<file path="config.mk">
export PLATFORM = sky130hd
export DESIGN_NAME = lsb_first_bit_packer_core
export DESIGN_NICKNAME = d
export VERILOG_FILES = /design/src/sv/lbp_pkg.sv /design/src/sv/lsb_first_bit_packer_core.sv /design/src/sv/lbp_front.sv /design/src/sv/lbp_fifo.sv /design/src/sv/lbp_back.sv
export VERILOG_INCLUDE_DIRS = /design/src /design/src/sv
export SDC_FILE = /design/constraint.sdc
export NUM_CORES = 1
export LEC_CHECK = 0
export ABC_AREA = 1
export BUFFER_PORTS_ARGS = -buffer_cell sky130_fd_sc_hd__buf_4
export CORE_UTILIZATION = 40
export CTS_BUF_LIST = sky130_fd_sc_hd__clkbuf_8
export DETAILED_ROUTE_END_ITERATION = 12
export GPL_TIMING_DRIVEN = 0
export PLACE_DENSITY = 0.62
export SLEW_MARGIN = 20
export SYNTH_ARGS = -nofsm -noshare
export SYNTH_HDL_FRONTEND = slang
export SYNTH_SLANG_ARGS = --single-unit
</file>
<file path="constraint.sdc">
create_clock -name i_clk -period 5.6 [get_ports i_clk]
set_input_delay 0 -clock i_clk [delete_from_list [all_inputs] [get_ports i_clk]]
set_output_delay 0 -clock i_clk [all_outputs]
set_load 0.02 [all_outputs]
</file>
<file path="src/sv/assert_macros.svh">
// Assertion helpers shared by the RTL files of the bit packer.
`ifndef ASSERT_MACROS_SVH
`define ASSERT_MACROS_SVH

// Checks a property at every rising clock edge outside of reset.
`define ASSERT_CLK(label, clk, rst_n, prop, msg) \
    label: assert property (@(posedge clk) disable iff (!rst_n) (prop)) else $error(msg);

// Checks that a trigger implies a condition in the same cycle.
`define ASSERT_IMPL(label, clk, rst_n, trig, cond, msg) \
    label: assert property (@(posedge clk) disable iff (!rst_n) (trig) |-> (cond)) else $error(msg);

`endif

</file>
<file path="src/sv/lbp_pkg.sv">
`timescale 1ns / 1ps

package lbp_pkg;

    localparam int VALUE_W   = 32;
    localparam int WIDTH_W   = 6;
    localparam int BYTE_W    = 8;
    localparam int PEND_W    = 7;
    localparam int PCNT_W    = 3;
    localparam int MAX_WIDTH = 32;
    // Effective width limit: the value port carries only 32 bits.
    localparam int WIDTH_LIM = (MAX_WIDTH < VALUE_W) ? MAX_WIDTH : VALUE_W;
    // Pending bits plus a full value, rounded up to whole bytes.
    localparam int ACC_W     = 40;
    localparam int TOTAL_W   = 6;
    localparam int NB_W      = 3;
    localparam int MAX_BYTES = 5;

    // One queued job: the bytes of one item and how many of them to send.
    typedef struct packed {
        logic [ACC_W-1:0] data;
        logic [NB_W-1:0]  nbytes;
    } t_entry;

endpackage

</file>
<file path="src/sv/lsb_first_bit_packer_core.sv">
`timescale 1ns / 1ps

// LSB-first bit packer. Each word pushed carries a value, a width from 0 to 32
// (larger widths are treated as 32) and a flush flag; the low bits of the value
// are appended above the bits still pending, and every completed byte comes out
// on the result side lowest byte first, with o_last marking the final byte a
// word produced. With flush set, a remaining partial byte is sent padded with
// zeros above and the pending bits are cleared. A word that completes no byte
// produces no result. The front end accepts one word per cycle while the job
// queue (QUEUE_DEPTH entries) has room; the back end sends one byte per cycle
// while pop is asserted, so a word producing k bytes needs k pops (one to four,
// five with a flush), and that byte port sets the sustained rate. A word's
// bytes are written into the job queue and then loaded into the back end's
// register before they appear on the result ports.
module lsb_first_bit_packer_core #(
    parameter int QUEUE_DEPTH = 4
) (
    input  logic                         i_clk,
    input  logic                         i_rst_n,
    input  logic                         push,
    output logic                         full,
    input  logic [lbp_pkg::VALUE_W-1:0]  i_field_value,
    input  logic [lbp_pkg::WIDTH_W-1:0]  i_field_width,
    input  logic                         i_flush,
    output logic                         empty,
    input  logic                         pop,
    output logic [lbp_pkg::BYTE_W-1:0]   o_out_byte,
    output logic                         o_last
);

    logic            w_accept;
    logic            w_q_push;
    lbp_pkg::t_entry w_q_in;
    lbp_pkg::t_entry w_q_head;
    logic            w_q_pop;
    logic            w_q_empty;

    // A word is taken whenever the job queue has room.
    assign w_accept = push && !full;

    // The front end merges the word with the pending bits and works out how
    // many bytes it completes.
    lbp_front u_front (
        .i_clk         (i_clk),
        .i_rst_n       (i_rst_n),
        .i_accept      (w_accept),
        .i_field_value (i_field_value),
        .i_field_width (i_field_width),
        .i_flush       (i_flush),
        .o_push        (w_q_push),
        .o_entry       (w_q_in)
    );

    // The queue decouples word intake from byte delivery.
    lbp_fifo #(
        .DEPTH (QUEUE_DEPTH)
    ) u_fifo (
        .i_clk   (i_clk),
        .i_rst_n (i_rst_n),
        .i_push  (w_q_push),
        .i_entry (w_q_in),
        .i_pop   (w_q_pop),
        .o_head  (w_q_head),
        .o_full  (full),
        .o_empty (w_q_empty)
    );

    // The back end holds the current job and shifts out one byte per pop.
    lbp_back u_back (
        .i_clk      (i_clk),
        .i_rst_n    (i_rst_n),
        .i_head     (w_q_head),
        .i_q_empty  (w_q_empty),
        .o_q_pop    (w_q_pop),
        .pop        (pop),
        .empty      (empty),
        .o_out_byte (o_out_byte),
        .o_last     (o_last)
    );

endmodule

</file>
<file path="src/sv/lbp_front.sv">
`timescale 1ns / 1ps

module lbp_front (
    input  logic                          i_clk,
    input  logic                          i_rst_n,
    input  logic                          i_accept,
    input  logic [lbp_pkg::VALUE_W-1:0]   i_field_value,
    input  logic [lbp_pkg::WIDTH_W-1:0]   i_field_width,
    input  logic                          i_flush,
    output logic                          o_push,
    output lbp_pkg::t_entry               o_entry
);

    logic [lbp_pkg::PEND_W-1:0]  r_pend_bits, n_pend_bits;
    logic [lbp_pkg::PCNT_W-1:0]  r_pend_cnt, n_pend_cnt;
    logic [lbp_pkg::WIDTH_W-1:0] w_width;
    logic [lbp_pkg::VALUE_W-1:0] w_masked;
    logic [lbp_pkg::ACC_W-1:0]   w_acc;
    logic [lbp_pkg::ACC_W-1:0]   w_rest;
    logic [lbp_pkg::TOTAL_W-1:0] w_total;
    logic [lbp_pkg::NB_W-1:0]    w_nfull;
    logic [lbp_pkg::NB_W-1:0]    w_nbytes;
    logic                        w_partial;

    always_comb begin
        if (i_field_width > lbp_pkg::WIDTH_W'(lbp_pkg::WIDTH_LIM)) begin
            w_width = lbp_pkg::WIDTH_W'(lbp_pkg::WIDTH_LIM);
        end else begin
            w_width = i_field_width;
        end
        // A shift by the full width leaves zero, so the mask becomes all ones.
        w_masked  = i_field_value & ~({lbp_pkg::VALUE_W{1'b1}} << w_width);
        w_acc     = {{(lbp_pkg::ACC_W - lbp_pkg::PEND_W){1'b0}}, r_pend_bits}
                  | ({{(lbp_pkg::ACC_W - lbp_pkg::VALUE_W){1'b0}}, w_masked} << r_pend_cnt);
        w_total   = lbp_pkg::TOTAL_W'(r_pend_cnt) + w_width;
        w_nfull   = w_total[lbp_pkg::TOTAL_W-1:3];
        w_partial = i_flush && (w_total[2:0] != 3'd0);
        w_nbytes  = w_nfull + lbp_pkg::NB_W'(w_partial);
        w_rest    = w_acc >> {w_nfull, 3'b000};
        if (i_flush) begin
            n_pend_bits = '0;
            n_pend_cnt  = '0;
        end else begin
            n_pend_bits = w_rest[lbp_pkg::PEND_W-1:0];
            n_pend_cnt  = w_total[2:0];
        end
    end

    always_ff @(posedge i_clk) begin
        if (!i_rst_n) begin
            r_pend_bits <= '0;
            r_pend_cnt  <= '0;
        end else if (i_accept) begin
            r_pend_bits <= n_pend_bits;
            r_pend_cnt  <= n_pend_cnt;
        end
    end

    // Items that complete no byte only update the pending bits.
    assign o_push         = i_accept && (w_nbytes != '0);
    assign o_entry.data   = w_acc;
    assign o_entry.nbytes = w_nbytes;

endmodule

</file>
<file path="src/sv/lbp_fifo.sv">
`timescale 1ns / 1ps
`include "assert_macros.svh"

module lbp_fifo #(
    parameter int DEPTH = 4
) (
    input  logic            i_clk,
    input  logic            i_rst_n,
    input  logic            i_push,
    input  lbp_pkg::t_entry i_entry,
    input  logic            i_pop,
    output lbp_pkg::t_entry o_head,
    output logic            o_full,
    output logic            o_empty
);

    localparam int PTR_W = (DEPTH > 1) ? $clog2(DEPTH) : 1;
    localparam int CNT_W = $clog2(DEPTH + 1);

    lbp_pkg::t_entry  r_mem [DEPTH];
    logic [PTR_W-1:0] r_wr, r_rd;
    logic [CNT_W-1:0] r_count;

    always_ff @(posedge i_clk) begin
        if (i_push) begin
            r_mem[r_wr] <= i_entry;
        end
    end

    always_ff @(posedge i_clk) begin
        if (!i_rst_n) begin
            r_wr    <= '0;
            r_rd    <= '0;
            r_count <= '0;
        end else begin
            if (i_push) begin
                r_wr <= (r_wr == PTR_W'(DEPTH - 1)) ? '0 : r_wr + 1'b1;
            end
            if (i_pop) begin
                r_rd <= (r_rd == PTR_W'(DEPTH - 1)) ? '0 : r_rd + 1'b1;
            end
            if (i_push && !i_pop) begin
                r_count <= r_count + 1'b1;
            end else if (i_pop && !i_push) begin
                r_count <= r_count - 1'b1;
            end
        end
    end

    assign o_head  = r_mem[r_rd];
    assign o_full  = (r_count == CNT_W'(DEPTH));
    assign o_empty = (r_count == '0);

    `ASSERT_IMPL(a_no_overflow, i_clk, i_rst_n, i_push, !o_full, "queue written while full")
    `ASSERT_IMPL(a_no_underflow, i_clk, i_rst_n, i_pop, !o_empty, "queue read while empty")

endmodule

</file>
<file path="src/sv/lbp_back.sv">
`timescale 1ns / 1ps
`include "assert_macros.svh"

module lbp_back (
    input  logic                         i_clk,
    input  logic                         i_rst_n,
    input  lbp_pkg::t_entry              i_head,
    input  logic                         i_q_empty,
    output logic                         o_q_pop,
    input  logic                         pop,
    output logic                         empty,
    output logic [lbp_pkg::BYTE_W-1:0]   o_out_byte,
    output logic                         o_last
);

    logic [lbp_pkg::ACC_W-1:0] r_data;
    logic [lbp_pkg::NB_W-1:0]  r_left;
    logic                      w_take;
    logic                      w_load;

    assign w_take  = pop && (r_left != '0);
    // Load the next job when idle or as the final byte of this one leaves.
    assign w_load  = !i_q_empty && ((r_left == '0) || (w_take && (r_left == 3'd1)));
    assign o_q_pop = w_load;

    always_ff @(posedge i_clk) begin
        if (!i_rst_n) begin
            r_left <= '0;
        end else if (w_load) begin
            r_left <= i_head.nbytes;
        end else if (w_take) begin
            r_left <= r_left - 1'b1;
        end
    end

    always_ff @(posedge i_clk) begin
        if (w_load) begin
            r_data <= i_head.data;
        end else if (w_take) begin
            r_data <= r_data >> lbp_pkg::BYTE_W;
        end
    end

    assign empty      = (r_left == '0);
    assign o_out_byte = r_data[lbp_pkg::BYTE_W-1:0];
    assign o_last     = (r_left == 3'd1);

    `ASSERT_IMPL(a_job_nonzero, i_clk, i_rst_n, w_load, i_head.nbytes != '0, "empty job queued")
    `ASSERT_CLK(a_left_range, i_clk, i_rst_n, r_left <= 3'(lbp_pkg::MAX_BYTES), "byte count too large")

endmodule
</file>
==> out/qor.yml, run 1 <==
h-tree-depth: 2
slew_violations: 0
grt_first_pass_wirelength_mm: 47.6
fmax_mhz: 243
die_width_um: 169
drc: 0
muxShareOfSynthArea: 0
placed_area_um2: 12300
maxCapViolations: 0
relSlewSlack: 0.466
crit_slowest_cell: "clkbuf_1"
ys_warn_count: 0
r2r_start: "u_front.r_pend_cnt[1]$_SDFFE_PN0P_"
synth-compound-area-share: 0.0963
rrSetupSlack_ns: 1.48
reg2reg_depth: 21
wire_per_inst_um: 18.1
critical_path_peak_fanout: 10
end_kind: "flop"
die_area_um2: 28700
cp_common_cell: "inv_1"
yosysUniqueCellTypes: 38
crit_arrival_ns: 4.52
syn_area_um2: 11200
via_per_inst: 5.24
async_flop_share: 0
rows: 60
grt_pass1_vias: 8425
syn_area_per_cell_um2: 9.34
crit_family: "adder cells"
clk_path_buf_depth: 3
dr.first_iter.drc_count: 690
design_area_um2: 13000
post_cts_buffers: 0
globalplace.congestion: 0.942
port-buffer-count: 49
grt.overflow.total: 0
status: "finished, final reports clean"
path_cells: "clkbuf_1, nand3_2, nand2_1, inv_1, ha_1, inv_1, nand2_2, xor2_1, o31ai_1, inv_1, ha_1, ha_1, nor2_1, nand3_1, nand2_2, inv_1, ha_1, inv_1, fa_1, o21ai_0, a21oi_1"
reg2reg_to: "u_fifo.r_count[1]$_SDFFE_PN0P_"
cts-root-buf: "clkbuf_8"
final_layout_size_suffix_gt1_frac: 0.117
critPathLaunchType: "flop"
syn2layout_area_growth_pct: 15.9
dp_hpwl_mm: 22.4
syn_inst: 1199
num_vias: 8863
firstDrtPassIters: 6
min_path_cells: 6
pre_cts_slack_ns: 1.54
slowest_delay_ns: 0.49
synth_seq_cells: 229
ir_drop_uv: 159
ys.flop_type: "edfxtp_1"
critical_path_buf_inv_count: 6
cts.clk_slew.worst_paths_ns: 0.06
seq_area_um2: 6660
cts.sinks: 229
rsz0062_at_grt: "no"
grt_max_degree: 29
core_um2: 27200
fin_crit_sh: 0.735
whs_ns: 0.0392
num-fill-cells: 2586
ios: 54
p_per_area_nw_per_um2: 434
synthXorXnorAreaFrac: 0.00156
cts_hold_buf: 2
tritoncts: "built"
placed_cells: 1629
cts-buffers-inserted: 38
setup_viol: 0
nets: 1357
instances_no_fill: 1693
syn_nets: 1257
synth_edf_count: 207
ant_nets: 0
wirelength_mm: 30.7
multi_input_area_um2: 3890
seq_area_frac_synth: 0.594
clock_latency_ns: 0.52
grt_usage: 0.219
grt_antenna_before_repair: 0
ctsResizeCount: 0
synth_top_family_by_area: "simple AND/OR/NAND/NOR gates"
die_y_um: 169
worstPathRequired_ns: 6.00
synth-simple-area-share: 0.229
synth_area_leaders: "edfxtp_1, nand3_1, nor2_1"
clock_skew_ns: 0.0237
whs_endpoint: "u_front.r_pend_cnt[2]$_SDFFE_PN0P_"
fin_ws_ns: 1.48
tightest_slew_ns: 0.793
fin_crit_ns: 4.12
hold_path_startpoint: "i_field_width[1]"
path_class: "flop to flop"
synth_fa_ha_area_frac: 0.0174
antennaDiodeCount: 0
initial_core_util: 0.412
hold_violations: 0
yosysTopAreaCellShare: 0.555
synth_area_leader_cell: "edfxtp_1"
hold_class: "input port to flop"
synth.most_common_cell: "nor2_1"
synth_commonest_cells: "nor2_1, edfxtp_1, nand2_1"
p_leak_nw: 5.05
-- final cells by class --
class                   instances  share of cell area
repair buffers                 60              0.0472
well taps                     372              0.0358
flip-flops and latches        229               0.513
plain buffers                  75              0.0269
clock inverters                21             0.00848
clock buffers                  41              0.0435
multi-input cells             806               0.300
inverters                      89              0.0257
-- through the flow --
step / power (mW) / utilization / setup TNS, ns
3_3_place_gp: 4.26 / 0.443 / -142.04
6_report: 5.63 / 0.478 / 0
4_1_cts: 5.68 / 0.478 / 0
2_1_floorplan: 3.61 / - / 0
5_1_grt: 5.97 / 0.478 / 0
3_5_place_dp: 4.34 / 0.452 / 0
-- cells by family after synthesis --
logic type                 Yosys count
AOI/OAI and AO/OA                  194
adders and majority gates           15
xor gates and xnor gates             2
and+or+nand+nor                    595
DFF                                229
buffers and inverters              164
-- metal layers --
| metal | GRT usage | routed length [um] | vias up |
|---|---|---|---|
| met4 | 0.0811 | 940 | 0 |
| met3 | 0.0299 | 1730 | 62 |
| met2 | 0.363 | 14600 | 311 |
| li1 | - | - | 4342 |
| met5 | 0 | 0 | - |
| met1 | 0.292 | 13400 | 4148 |
-- tightest hold or removal path, cell delays in order --
cell and delay, ns:
buf_6 0.12, nand3_2 0.11, nand2_2 0.08, xor2_1 0.07, nand2_1 0.06, a21oi_1 0.05
-- worst max-delay path by stage --
stage                                             startpoint                              to  slack, ns  depth (start not counted)
after floorplan           u_front.r_pend_cnt[1]$_SDFFE_PN0P_    u_fifo.r_mem[0][0]$_DFFE_PP_       1.11                         16
after global placement    u_front.r_pend_cnt[1]$_SDFFE_PN0P_   u_fifo.r_mem[2][18]$_DFFE_PP_      -0.87                         16
after detailed placement  u_front.r_pend_cnt[1]$_SDFFE_PN0P_  u_fifo.r_count[1]$_SDFFE_PN0P_       1.54                         21
after CTS                 u_front.r_pend_cnt[1]$_SDFFE_PN0P_  u_fifo.r_count[1]$_SDFFE_PN0P_       1.50                         21
after global routing      u_front.r_pend_cnt[1]$_SDFFE_PN0P_  u_fifo.r_count[2]$_SDFFE_PN0P_       1.07                         24
final                     u_front.r_pend_cnt[1]$_SDFFE_PN0P_  u_fifo.r_count[1]$_SDFFE_PN0P_       1.48                         21
-- power by group --
group          leakage (nW)  switching, mW  total [mW]  internal [mW]
clock network         0.387          0.622        1.33          0.713
registers              2.11         0.0949        2.42           2.33
logic                  2.55           1.29        1.87          0.581
-- sequential cells by signal, summed over array words and instances, names as in the netlist, named ones only --
name	flops
u_fifo.r_rd	2
u_front.r_pend_bits	7
u_back.r_left	3
u_back.r_data	39
u_fifo.r_wr	2
u_fifo.r_count	3
u_fifo.r_mem	168
u_front.r_pend_cnt	3
-- layout by cell type, fill, tap and decap left out, types with 12 or more instances in the layout --
| master | n |
|---|---|
| ha_1 | 14 |
| nor2_1 | 212 |
| a31oi_1 | 33 |
| nand3_1 | 172 |
| clkbuf_8 | 41 |
| nand2_1 | 172 |
| o21ai_0 | 100 |
| dfxtp_1 | 22 |
| clkbuf_1 | 45 |
| a21oi_1 | 23 |
| inv_1 | 92 |
| edfxtp_1 | 207 |
| buf_4 | 61 |
| nand4_1 | 12 |
Note: power is estimated with default switching activity, not from simulation.
==> inputs of run 2 (changes only) <==
Clock period 5.6 ns to 4 ns, I/O delays scaled along.
==> out/qor.yml, run 2 (synthesis results as in run 1) <==
status: "finished, final reports clean"  # unchanged
critical_path_peak_fanout: 10  # unchanged
fin_crit_sh: 0.901  # was 0.735
ios: 54  # unchanged
end_kind: "flop"  # unchanged
largest_register_ffs: 168  # unchanged
clk_path_buf_depth: 3  # unchanged
p_int_mw: 5.08  # was 3.62 mW
via_per_inst: 5.24  # about the same
path_class: "flop to flop"  # unchanged
initial_core_util: 0.412  # unchanged
die_width_um: 169  # unchanged
nets: 1358  # was 1357
num_vias: 8876  # was 8863
slew_violations: 0  # unchanged
p_seq_frac: 0.430  # about the same
tritoncts: "built"  # unchanged
ant_nets: 0  # unchanged
largest_registers: "u_fifo.r_mem (168), u_back.r_data (39), u_front.r_pend_bits (7)"  # unchanged
globalplace.congestion: 0.942  # unchanged
cts-root-buf: "clkbuf_8"  # unchanged
p_per_area_nw_per_um2: 606  # was 434 nW/um2
relSlewSlack: 0.447  # was 0.466
fin_crit_ns: 3.60  # was 4.12 ns
antennaDiodeCount: 0  # unchanged
grt_antenna_before_repair: 0  # unchanged
rows: 60  # unchanged
grt_max_degree: 29  # unchanged
critPathLaunchType: "flop"  # unchanged
fmax_mhz: 278  # was 243 MHz
die_y_um: 169  # unchanged
h-tree-depth: 2  # unchanged
syn2layout_area_growth_pct: 16.3  # was 15.9%
clock_skew_ns: 0.0259  # was 0.0237 ns
core_um2: 27200  # unchanged
cts.sinks: 229  # unchanged
grt_usage: 0.219  # unchanged
grt_pass1_vias: 8427  # was 8425
final_cell_mix: "nor2_1, edfxtp_1, nand2_1, nand3_1, o21ai_0"  # unchanged
firstDrtPassIters: 8  # was 6
crit_arrival_ns: 4.05  # was 4.52 ns
comb_power_share: 0.333  # about the same
cts-buffers-inserted: 38  # unchanged
switching_share: 0.357  # about the same
whs_ns: 0.0402  # was 0.0392 ns
setup_viol: 0  # unchanged
pre_cts_slack_ns: -0.0598  # was 1.54 ns
tightest_slew_ns: 0.821  # was 0.793 ns
die_area_um2: 28700  # unchanged
dr.first_iter.drc_count: 752  # was 690
grt.overflow.total: 0  # unchanged
grt_first_pass_wirelength_mm: 47.6  # unchanged
dp_hpwl_mm: 22.4  # unchanged
fin_ws_ns: 0.398  # was 1.48 ns
final_core_util: 0.479  # was 0.478
num-fill-cells: 2586  # unchanged
drc: 0  # unchanged
p_switching_mw: 2.82  # was 2.01 mW
multi_input_area_um2: 3910  # was 3890 um2
clock_latency_ns: 0.52  # about the same
port-buffer-count: 49  # unchanged
wirelength_mm: 30.7  # about the same
wire_per_inst_um: 18.1  # about the same
top_register: "u_fifo.r_mem"  # unchanged
final_common_cell: "nor2_1"  # unchanged
hold_violations: 0  # unchanged
seq_area_um2: 6660  # about the same
cts.clk_slew.worst_paths_ns: 0.06  # about the same
rsz0062_at_grt: "no"  # unchanged
p_leak_nw: 5.06  # was 5.05 nW
power_frac_clock: 0.237  # about the same
maxCapViolations: 0  # unchanged
ir_drop_uv: 221  # was 159 uV
worstPathRequired_ns: 4.45  # was 6.00 ns
final_layout_size_suffix_gt1_frac: 0.121  # was 0.117
hold_class: "input port to flop"  # unchanged
run 2: layer usage:
metal / up-vias / GRT usage / routed length, um / share of wire
met4: 0 / 0.0811 / 911 / 0.030
met3: 62 / 0.0299 / 1710 / 0.056
met1: 4158 / 0.292 / 13400 / 0.44
met2: 310 / 0.363 / 14600 / 0.48
met5: - / 0 / 0 / 0
li1: 4346 / - / - / -
run 2: area by class of cell:
class                   count  area share
inverters                  89      0.0259
repair buffers             61      0.0477
multi-input cells         806       0.300
flip-flops and latches    229       0.511
well taps                 372      0.0357
clock buffers              41      0.0433
plain buffers              75      0.0274
clock inverters            21     0.00846
run 2: power by group through the flow:
stage	Sequential [mW]	Combinational (mW)	Clock [mW]
finish	3.40	2.63	1.87
global route	3.43	2.92	2.01
floorplan	3.41	1.65	0
detailed placement	3.45	2.63	0
global placement	3.48	2.49	0
CTS	3.40	2.65	1.90
run 2: metrics by stage:
stage               setup TNS (ns)  total power, mW  instances  area (um2)
floorplan                   -81.69             5.06       1199       11200
global placement           -410.84             5.97       1620       12000
detailed placement          -0.108             6.08       1629       12300
CTS                              0             7.95       1693       13000
global route                     0             8.36       1694       13000
finish                           0             7.89       1694       13000
run 2: worst paths after layout:
| check | startpoint | to | slack, ns | depth (start not counted) |
|---|---|---|---|---|
| worst max-delay path | u_front.r_pend_cnt[1]$_SDFFE_PN0P_ | u_fifo.r_count[2]$_SDFFE_PN0P_ | 0.40 | 24 |
| worst min-delay path | i_field_width[1] | u_front.r_pend_cnt[2]$_SDFFE_PN0P_ | 0.04 | 6 |
| worst max register to register | u_front.r_pend_cnt[1]$_SDFFE_PN0P_ | u_fifo.r_count[2]$_SDFFE_PN0P_ | 0.40 | 24 |
| worst min register to register | u_front.r_pend_bits[6]$_SDFFE_PN0P_ | u_front.r_pend_bits[6]$_SDFFE_PN0P_ | 0.47 | 2 |
run 2: critical path, cell delays in order, from the launching register on:
cell	delay, ns
dfxtp_2	0.36
buf_6	0.16
nand3_2	0.11
nand2_1	0.08
inv_1	0.04
ha_1	0.18
inv_1	0.06
nand2_2	0.06
xor2_1	0.15
o31ai_1	0.20
inv_1	0.12
ha_1	0.26
ha_4	0.30
nor2_1	0.05
nand3_1	0.14
nand2_4	0.14
inv_1	0.10
ha_1	0.14
inv_1	0.06
fa_1	0.39
nor2_1	0.11
nor2_1	0.04
nand2_1	0.07
o21ai_0	0.07
a21oi_1	0.13
run 2: what timing repair did:
item                                   4_1_cts  5_1_grt
endpoints found under the hold margin       15        0
setup endpoints to repair                   35       26
buffers inserted                             0        1
hold buffers                                 2        0
gates resized for setup                      1        8
==> inputs of run 3 (changes only) <==
Settings changed: SYNTH_HIERARCHICAL set to 1.
==> out/qor.yml, run 3 <==
hold_path_startpoint: "i_field_width[5]"  # was i_field_width[1]
syn_inst: 1212  # was 1199
ios: 54  # unchanged
grt_pass1_vias: 8591  # was 8427
grt.overflow.total: 0  # unchanged
rows: 61  # was 60
tightest_slew_ns: 0.693  # was 0.821 ns
yosysUniqueCellTypes: 39  # was 38
placed_area_um2: 12500  # was 12300 um2
dp_hpwl_mm: 21.3  # was 22.4 mm
fin_crit_ns: 3.73  # was 3.60 ns
multi_input_area_um2: 4060  # was 3910 um2
cts.sinks: 234  # was 229
synth_edf_count: 212  # was 207
firstDrtPassIters: 5  # was 8
die_area_um2: 29700  # was 28700 um2
final_layout_size_suffix_gt1_frac: 0.158  # was 0.121
fin_tns_setup_ns: 0  # unchanged
ys_warn_count: 6  # was 0
fin_crit_sh: 0.932  # was 0.901
drc: 0  # unchanged
seq_area_um2: 6810  # was 6660 um2
cts.clk_slew.worst_paths_ns: 0.07  # was 0.06 ns
slowest_delay_ns: 0.47  # was 0.39 ns
synth_area_leaders: "edfxtp_1, nand3_1, nand2_1"  # was edfxtp_1, nand3_1, nor2_1
cts-root-buf: "clkbuf_8"  # unchanged
rsz0062_at_grt: "no"  # unchanged
critical_path_buf_inv_count: 4  # was 6
num_vias: 9004  # was 8876
whs_ns: 0.0699  # was 0.0402 ns
crit_arrival_ns: 4.15  # was 4.05 ns
grt_antenna_before_repair: 0  # unchanged
status: "finished, final reports clean"  # unchanged
clock_skew_ns: 0.0213  # was 0.0259 ns
maxCapViolations: 0  # unchanged
final_common_cell: "nand2_1"  # was nor2_1
grt_usage: 0.211  # was 0.219
instances_no_fill: 1720  # was 1694
nets: 1370  # was 1358
port-buffer-count: 51  # was 49
placed_cells: 1643  # was 1629
syn_area_um2: 11600  # was 11200 um2
crit_family: "adder cells"  # unchanged
clock_latency_ns: 0.54  # was 0.52 ns
relSlewSlack: 0.538  # was 0.447
largest_registers: "u_fifo/r_mem (172), u_back/r_data (40), u_front/r_pend_bits (7)"  # was u_fifo.r_mem (168), u_back.r_data (39), u_front.r_pend_bits (7)
die_width_um: 172  # was 169 um
seq_area_frac_synth: 0.587  # was 0.594
largest_register_ffs: 172  # was 168
clk_path_buf_depth: 3  # unchanged
fmax_mhz: 268  # was 278 MHz
rrSetupSlack_ns: 0.27  # was 0.40 ns
core_um2: 28200  # was 27200 um2
slew_violations: 0  # unchanged
path_class: "flop to flop"  # unchanged
async_flop_share: 0  # unchanged
critical_path_peak_fanout: 18  # was 10
top_register: "u_fifo/r_mem"  # was u_fifo.r_mem
end_kind: "flop"  # unchanged
hold_class: "input port to flop"  # unchanged
syn2layout_area_growth_pct: 15.0  # was 16.3%
startpoint: "u_front/r_pend_cnt[0]$_SDFFE_PN0P_"  # was u_front.r_pend_cnt[1]$_SDFFE_PN0P_
antennaDiodeCount: 0  # unchanged
initial_core_util: 0.412  # about the same
p_per_area_nw_per_um2: 617  # was 606 nW/um2
wire_per_inst_um: 17.6  # was 18.1 um
worstPathRequired_ns: 4.42  # was 4.45 ns
wirelength_mm: 30.2  # was 30.7 mm
synth.most_common_cell: "nand2_1"  # was nor2_1
crit_slowest_cell: "fa_1"  # unchanged
synth_seq_cells: 234  # was 229
syn_nets: 1270  # was 1257
path_cells: "buf_2, inv_6, nor2_1, fa_1, xor2_2, nor2_1, a21boi_1, ha_1, ha_1, o31ai_1, inv_1, ha_1, inv_1, fa_1, o21ai_0, nor2_1"  # was buf_6, nand3_2, nand2_1, inv_1, ha_1, inv_1, nand2_2, xor2_1, o31ai_1, inv_1, ha_1, ha_4, nor2_1, nand3_1, nand2_4, inv_1, ha_1, inv_1, fa_1, nor2_1, nor2_1, nand2_1, o21ai_0, a21oi_1
grt_max_degree: 44  # was 29
hold_violations: 0  # unchanged
ant_nets: 0  # unchanged
dr.first_iter.drc_count: 699  # was 752
synth_area_leader_cell: "edfxtp_1"  # unchanged
design_area_um2: 13300  # was 13000 um2
finalPower_mw: 8.23  # was 7.89 mW
h-tree-depth: 2  # unchanged
critPathLaunchType: "flop"  # unchanged
ir_drop_uv: 220  # was 221 uV
grt_first_pass_wirelength_mm: 47.3  # was 47.6 mm
num-fill-cells: 2677  # was 2586
ys.flop_type: "edfxtp_1"  # unchanged
die_y_um: 172  # was 169 um
r2r_start: "u_front/r_pend_cnt[0]$_SDFFE_PN0P_"  # was u_front.r_pend_cnt[1]$_SDFFE_PN0P_
tritoncts: "built"  # unchanged
setup_viol: 0  # unchanged
final_cell_mix: "nand2_1, edfxtp_1, nand3_1"  # was nor2_1, edfxtp_1, nand2_1, nand3_1, o21ai_0
yosysTopAreaCellShare: 0.549  # was 0.555
via_per_inst: 5.23  # was 5.24
syn_area_per_cell_um2: 9.57  # was 9.34 um2
cts-buffers-inserted: 38  # unchanged
globalplace.congestion: 0.993  # was 0.942
p_leak_nw: 5.28  # was 5.06 nW
synth_commonest_cells: "nand2_1, edfxtp_1, nand3_1"  # was nor2_1, edfxtp_1, nand2_1
-- run 3: worst min-delay path: cells and delay by family --
family          cells  cell delay, ns
simple gates        2            0.12
buf+inv             2            0.25
compound gates      2            0.20
-- run 3: cells by family after synthesis --
kind of cell / share of synthesized area
AND/OR/NAND/NOR: 0.243
AO/OA/AOI/OAI: 0.0835
flip-flops: 0.587
XOR/XNOR: 0.00227
buffers and inverters: 0.0659
other: 0.000323
adder cells (fa/ha/maj): 0.0175
-- run 3: final cells by class --
type / count / share of cell area
plain buffers: 69 / 0.0339
clock buffers: 41 / 0.0423
repair buffers: 61 / 0.0373
inverters: 82 / 0.0240
well taps: 378 / 0.0355
clock inverters: 29 / 0.0126
multi-input cells: 826 / 0.304
flip-flops and latches: 234 / 0.510
-- run 3: stage by stage --
step	util	setup slack, ns
floorplan	-	0.209
global placement	0.442	-1.16
detailed placement	0.444	-0.232
CTS	0.472	0.0829
global route	0.474	0.0400
finish	0.474	0.272
-- run 3: power by group --
group / total (mW) / internal, mW / switching, mW
Sequential: 3.50 / 3.35 / 0.155
Clock: 1.95 / 1.03 / 0.926
Combinational: 2.77 / 0.957 / 1.82
-- run 3: path summary, 6_finish.rpt --
kind | end | depth (start not counted)
worst max-delay path | u_fifo/r_count[1]$_SDFFE_PN0P_ | 16
worst min-delay path | u_front/r_pend_bits[5]$_SDFFE_PN0P_ | 6
worst max register to register | u_fifo/r_count[1]$_SDFFE_PN0P_ | 16
worst min register to register | u_front/r_pend_bits[4]$_SDFFE_PN0P_ | 2
-- run 3: metal layers --
layer / GRT usage / routed length, um / share of wire
met3: 0.0247 / 1510 / 0.050
met1: 0.280 / 13500 / 0.45
met5: 0 / 0 / 0
met2: 0.365 / 14700 / 0.49
met4: 0.0550 / 525 / 0.017
-- run 3: repair_timing --
action                                  in CTS  in global routing
pin swaps                                    1                  2
endpoints found under the hold margin       22                  0
setup buffers                                0                  2
endpoints found under the setup margin     159                159
hold buffers                                 6                  0
resized for setup                            2                  6
